File: src/sv/sorted_point_list_macros.svh
// Assertion shorthands for the sorted point list. Each expects clk_i and
// rst_ni to be visible where it is used.
`ifndef SORTED_POINT_LIST_MACROS_SVH
`define SORTED_POINT_LIST_MACROS_SVH

// A condition that must hold at every clock edge out of reset.
`define SPL_ASSERT_ALWAYS(lbl, cond) \
  lbl: assert property (@(posedge clk_i) disable iff (!rst_ni) (cond)) \
    else $error("sorted point list: invariant violated");

// A condition that must hold in the cycle after the trigger.
`define SPL_ASSERT_NEXT(lbl, trig, cond) \
  lbl: assert property (@(posedge clk_i) disable iff (!rst_ni) (trig) |=> (cond)) \
    else $error("sorted point list: sequence violated");

`endif

File: src/sv/spl_pkg.sv
package spl_pkg;

  localparam int unsigned CAPACITY = 64;

  localparam int unsigned KindW   = 3;
  localparam int unsigned IndexW  = 6;
  localparam int unsigned PointW  = 32;
  localparam int unsigned CountW  = 7;
  localparam int unsigned StatusW = 2;

  localparam logic [KindW-1:0] KindInsert   = 3'd0;
  localparam logic [KindW-1:0] KindRemove   = 3'd1;
  localparam logic [KindW-1:0] KindRead     = 3'd2;
  localparam logic [KindW-1:0] KindSetCur   = 3'd3;
  localparam logic [KindW-1:0] KindWriteCur = 3'd4;

  localparam logic [StatusW-1:0] StatusDone  = 2'd0;
  localparam logic [StatusW-1:0] StatusFull  = 2'd1;
  localparam logic [StatusW-1:0] StatusRange = 2'd2;

  // Operation strobes shared by every cell of the chain.
  typedef struct packed {
    logic do_ins;
    logic do_rem;
    logic do_wr;
  } cell_ctrl_t;

  // Position-dependent selects, one set per cell.
  typedef struct packed {
    logic in_range;   // cell lies below the fill count
    logic at_index;   // cell position equals the index field
    logic at_or_above; // cell position is at or above the index field
    logic at_cur;     // cell position equals the current index
  } cell_sel_t;

endpackage

File: src/sv/spl_cell.sv
module spl_cell (
  input  logic                                clk_i,
  input  spl_pkg::cell_ctrl_t                 ctrl_i,
  input  spl_pkg::cell_sel_t                  sel_i,
  input  logic signed [spl_pkg::PointW-1:0]   new_x_i,
  input  logic signed [spl_pkg::PointW-1:0]   new_y_i,
  input  logic signed [spl_pkg::PointW-1:0]   left_x_i,
  input  logic signed [spl_pkg::PointW-1:0]   left_y_i,
  input  logic signed [spl_pkg::PointW-1:0]   right_x_i,
  input  logic signed [spl_pkg::PointW-1:0]   right_y_i,
  input  logic                                pass_i,
  output logic                                pass_o,
  input  logic [2*spl_pkg::PointW-1:0]        rd_i,
  output logic [2*spl_pkg::PointW-1:0]        rd_o,
  output logic signed [spl_pkg::PointW-1:0]   x_o,
  output logic signed [spl_pkg::PointW-1:0]   y_o
);

  logic signed [spl_pkg::PointW-1:0] x_q, x_d;
  logic signed [spl_pkg::PointW-1:0] y_q, y_d;
  logic                              lt;

  // Every live cell to the left, and this one, hold a smaller key.
  assign lt     = sel_i.in_range && (x_q < new_x_i);
  assign pass_o = pass_i && lt;

  // Read data rides along the chain; only the addressed cell adds to it.
  assign rd_o = rd_i | (sel_i.at_index ? {x_q, y_q} : '0);

  always_comb begin
    x_d = x_q;
    y_d = y_q;
    priority if (ctrl_i.do_wr && sel_i.at_cur) begin
      x_d = new_x_i;
      y_d = new_y_i;
    end else if (ctrl_i.do_ins) begin
      priority if (pass_o) begin
        x_d = x_q;
        y_d = y_q;
      end else if (pass_i) begin
        x_d = new_x_i;
        y_d = new_y_i;
      end else begin
        x_d = left_x_i;
        y_d = left_y_i;
      end
    end else if (ctrl_i.do_rem && sel_i.at_or_above) begin
      x_d = right_x_i;
      y_d = right_y_i;
    end else begin
      x_d = x_q;
      y_d = y_q;
    end
  end

  always_ff @(posedge clk_i) begin
    x_q <= x_d;
    y_q <= y_d;
  end

  assign x_o = x_q;
  assign y_o = y_q;

endmodule

File: config.mk
export PLATFORM = sky130hd
export DESIGN_NAME = spl_cell
export DESIGN_NICKNAME = d
export VERILOG_FILES = /design/src/sv/sorted_point_list_macros.svh /design/src/sv/spl_pkg.sv /design/src/sv/spl_cell.sv
export SDC_FILE = /design/constraint.sdc
export NUM_CORES = 1
export LEC_CHECK = 0
export ABC_AREA = 1
export BUFFER_PORTS_ARGS = -buffer_cell sky130_fd_sc_hd__buf_2
export CORE_AREA = 2 2 155 157
export CTS_CLUSTER_DIAMETER = 50
export CTS_CLUSTER_SIZE = 12
export DETAILED_ROUTE_END_ITERATION = 12
export DIE_AREA = 0 0 157 159
export PLACE_DENSITY = 0.46
export SETUP_SLACK_MARGIN = 0.15
export SYNTH_ARGS = -nofsm -noshare
export SYNTH_HDL_FRONTEND = slang
export SYNTH_SLANG_ARGS = --single-unit
File: constraint.sdc
create_clock -name clk_i -period 3.4 [get_ports clk_i]
set_clock_uncertainty 0.1 [all_clocks]
set_input_delay 0.34 -clock clk_i [delete_from_list [all_inputs] [get_ports clk_i]]
set_output_delay 0.34 -clock clk_i [all_outputs]
set_load 0.01 [all_outputs]
; After elaboration in Yosys (flattened, before gate mapping)
; Cells that the tools add are included.
[op_classes]
n_reduce_logical = 6
eq_ne = 1
n_lt_le_gt_ge = 1
n_bitwise = 1
mux = 11
[op_table]
columns = cell, count
row1 = $mux 32, 10
row2 = $mux 64, 1
row3 = $or 64x64->64, 1
row4 = $lt 32x32->1, 1
row5 = $logic_and 1x1->1, 4
row6 = $ne 3x2->1 const B, 1
row7 = $reduce_bool 3->1, 1
row8 = $reduce_and 2->1, 1
[totals]
register_bits = 64
in_bits = 265
word_cells = 22

; Longest topological paths before layout
[logic_depth]
ltp_word = 6
depth_mapped = 16
ltp_nobuf = 16

; Worst setup path after synthesis
; OpenSTA, ideal clock, no wires.
[synth_path]
path_kind = reg2reg
startpoint = reg x_q, in the netlist x_o[21]
endpoint = reg x_q, in the netlist x_o[0] (enable)
path_slack_ps = 69
arrival_time_ps = 2807
required_ps = 2876
path_buffers = 0
path_stages_with_launch = 11
path_cell_list = edfxtp_1 > ha_1 > a21oi_1 > nor2_1 > nor2_1 > nand3_1 > a21oi_2 > nand3_1 > nand3_2 > nand2_1 > nand2_1
[synth_via]
elab_chain_len = 5
[synth_rtl]
columns = item, line
row1 = "start, declared", spl_cell.sv:19  ; logic signed [spl_pkg::PointW-1:0] x_q, x_d;
row2 = "start signal, assigned", spl_cell.sv:57  ; x_q <= x_d;
row3 = $lt 32x32->1, spl_cell.sv:24  ; assign lt = sel_i.in_range && (x_q < new_x_i);
row4 = $logic_and 1x1->1, spl_cell.sv:24
row5 = $logic_and 1x1->1, spl_cell.sv:25  ; assign pass_o = pass_i && lt;
row6 = $ne 3x2->1 (no line), n/a
row7 = $reduce_and 2->1 (no line), n/a
; No other way between the ends.
; A chain may end at the register's enable or synchronous reset.

; Worst setup path in the final report
[layout_path]
startpoint = reg x_q, in the netlist x_o[31]
endpoint = out pass_o
[layout_via]
elab_chain_len = 3
[layout_rtl]
columns = item, line
row1 = $lt 32x32->1, spl_cell.sv:24
row2 = $logic_and 1x1->1, spl_cell.sv:24
row3 = $logic_and 1x1->1, spl_cell.sv:25
row4 = "end, declared", spl_cell.sv:12  ; output logic pass_o,
; No other way between the ends.

==> reports/results.ini <==
[sta]
slew-limit-headroom = 0.353
tns_ns = 0
setup_ws_ns = 0.772
fmax_mhz = 381
hold_ws_ns = 0.169
period_minus_slack_ns = 2.63
setup_viol = 0
rsz0062_at_grt = no
final_max_slew_viol_count = 0
hold_violations = 0
fin_crit_sh = 0.773
worst_slew_pin_slew_ns = 0.969

[clock_tree]
cts.path.max_buffers = 2
numCtsBuffers = 9
path_clk_slew_ns = 0.06
htreeDepth = 3
insertion_delay_ns = 0.34
postCtsSetupBuffers = 0
cts.repair.resized = 0
root_buffer = clkbuf_16
clock_sinks = 64
cts_tree = built
cts-hold-fix-buffers = 0

[worst_setup_path]
worstSetupPathType = flip-flop to output pin
start_kind = flip-flop
cp_max_fo = 4
crit_required_ns = 2.96
reg2reg_from = x_o[31]
setup.worst_path.start = x_o[31]
crit_arrival_ns = 2.19
end_kind = output pin

[route]
firstDrtPassIters = 5
drtIter0Drc = 286
post_drt_via_cell_ratio = 4.33
via_count = 5637
drtAntennaViolNets = 0
wl_per_cell_um = 16.8
wirelength_mm = 21.9
drc = 0

[placed_design]
dp_hpwl_mm = 16.9
gp_congestion = 0.786
dp_slack_ns = 0.727
port_buffers = 393

[global_route]
antenna_found_initial = 2
grt_util_met1 = 0.197
grt_pass1_wl_mm = 31.6
use_met2 = 0.306
grt_max_degree = 65
grt-busiest-layer = met2
overflow = 0
globalRouteTotalUtil = 0.169
grt_use_met3 = 0.0397
grt_pass1_vias = 5471

[layout]
area_delta_synth_final_pct = 51.9
multiInputGateArea_um2 = 2570
register_area_um2 = 1920
antenna_cells = 0
drive_gt1_frac = 0.437
n_fill_cell = 2587
fin_nets = 1274

[power]
power_leakage_nw = 4.17
power_frac_comb = 0.314
p_int_mw = 1.88
p_switching_uw = 919
peakVddDrop_v = 0.000196
clkPwrFrac = 0.298
switching_share = 0.329
pwr-share-seq = 0.388
powerDensity_nw_per_um2 = 379

[die]
dieArea_um2 = 25000
initial_utilization = 0.210
die_w_um = 157
boundaryPins = 394
rows = 56
coreArea_um2 = 23200
die_h_um = 159

[job]
drv_cap = 0

[worst_hold_path]
min_path_type = input pin to flip-flop
min_from = new_y_i[24]

[logic_synthesis]
synth_top_area_share = 0.395
synth_seq_cells = 64
synth_ff_type = edfxtp_1
syn-num-nets = 899
synth_area_per_cell_um2 = 8.07
yosysTopAreaCell = edfxtp_1
synth-async-reset-ratio = 0
synth_commonest_cells = nand2_1, a21o_1, nand3_1, edfxtp_1, a21oi_1
synth_warnings = 0
netlist_top_cells_area = edfxtp_1, a21o_1, nand2_1
synth-edff-count = 64
synthesis.area_um2 = 4860
seq_area_frac_synth = 0.395
synth_most_common_cell = nand2_1
ys_types = 27
netlist_instances = 603

[outcome]
outcome = completed

[layout make-up]
class,count,share of cell area
clock buffer,10,0.0310
clock inverter,5,0.00339
inverter,46,0.0234
multi-input combinational,454,0.348
sequential,64,0.260
tap,319,0.0540
timing repair buffer,403,0.280
[state kept, by name, summed over array words and instances (netlist names)]
signal / cells
x_o: 32
y_o: 32
[stage by stage]
step | total power, mW | util | instances | area (um2)
after global routing | 2.98 | 0.319 | 1301 | 7390
after detailed placement | 2.00 | 0.308 | 1286 | 7140
after global placement | 2.00 | 0.308 | 1286 | 7140
after CTS | 2.86 | 0.319 | 1301 | 7390
after floorplan | 1.54 | - | 603 | 4870
final | 2.80 | 0.319 | 1301 | 7390
[worst max-delay path: stages, from the launching register on]
cell	delay, ns
edfxtp_1	0.47
ha_1	0.38
a21oi_1	0.23
o21a_2	0.16
nand2_1	0.06
a21oi_2	0.12
nand2_1	0.07
nand2_1	0.06
nand3_2	0.07
inv_1	0.08
buf_2	0.15
[cell usage in the layout, fill, tap and decap left out, drive strengths merged, types with 2 or more instances in the layout]
cell type    n
buf        403
nor2        10
inv         46
nand2      158
o21a         2
clkinv       4
ha          31
a21o        97
o21ai       34
edfxtp      64
a21oi       49
clkbuf      10
nand3       69
[final timing paths]
check	end	slack [ns]	cells past startpoint
min reg2reg	x_o[15]	1.38	9
min	y_o[24]	0.17	2
max reg2reg	y_o[17]	0.81	10
max	pass_o	0.77	10
[power groups by stage]
stage | clock [mW] | sequential, mW | combinational [mW]
2_1_floorplan | 0 | 1.12 | 0.414
3_3_place_gp | 0 | 1.11 | 0.890
3_5_place_dp | 0 | 1.11 | 0.893
4_1_cts | 0.871 | 1.09 | 0.898
5_1_grt | 0.897 | 1.10 | 0.984
6_report | 0.834 | 1.09 | 0.877
[metal layers]
layer  vias to the layer above  part of all wire
met4                         2             0.018
li1                       2844                 -
met5                         -           0.00059
met2                       269              0.50
met3                        25             0.078
met1                      2497              0.40
[cells by family (layout without fill, tap and decap cells)]
kind of cell / count (synthesis) / count (layout) / synth area share
flops: 64 / 64 / 0.395
fa+ha+maj: 31 / 31 / 0.0798
compound gates: 185 / 185 / 0.244
simple gates: 238 / 238 / 0.204
buf+inv: 85 / 464 / 0.0774
(Power assumes the default switching activity.)
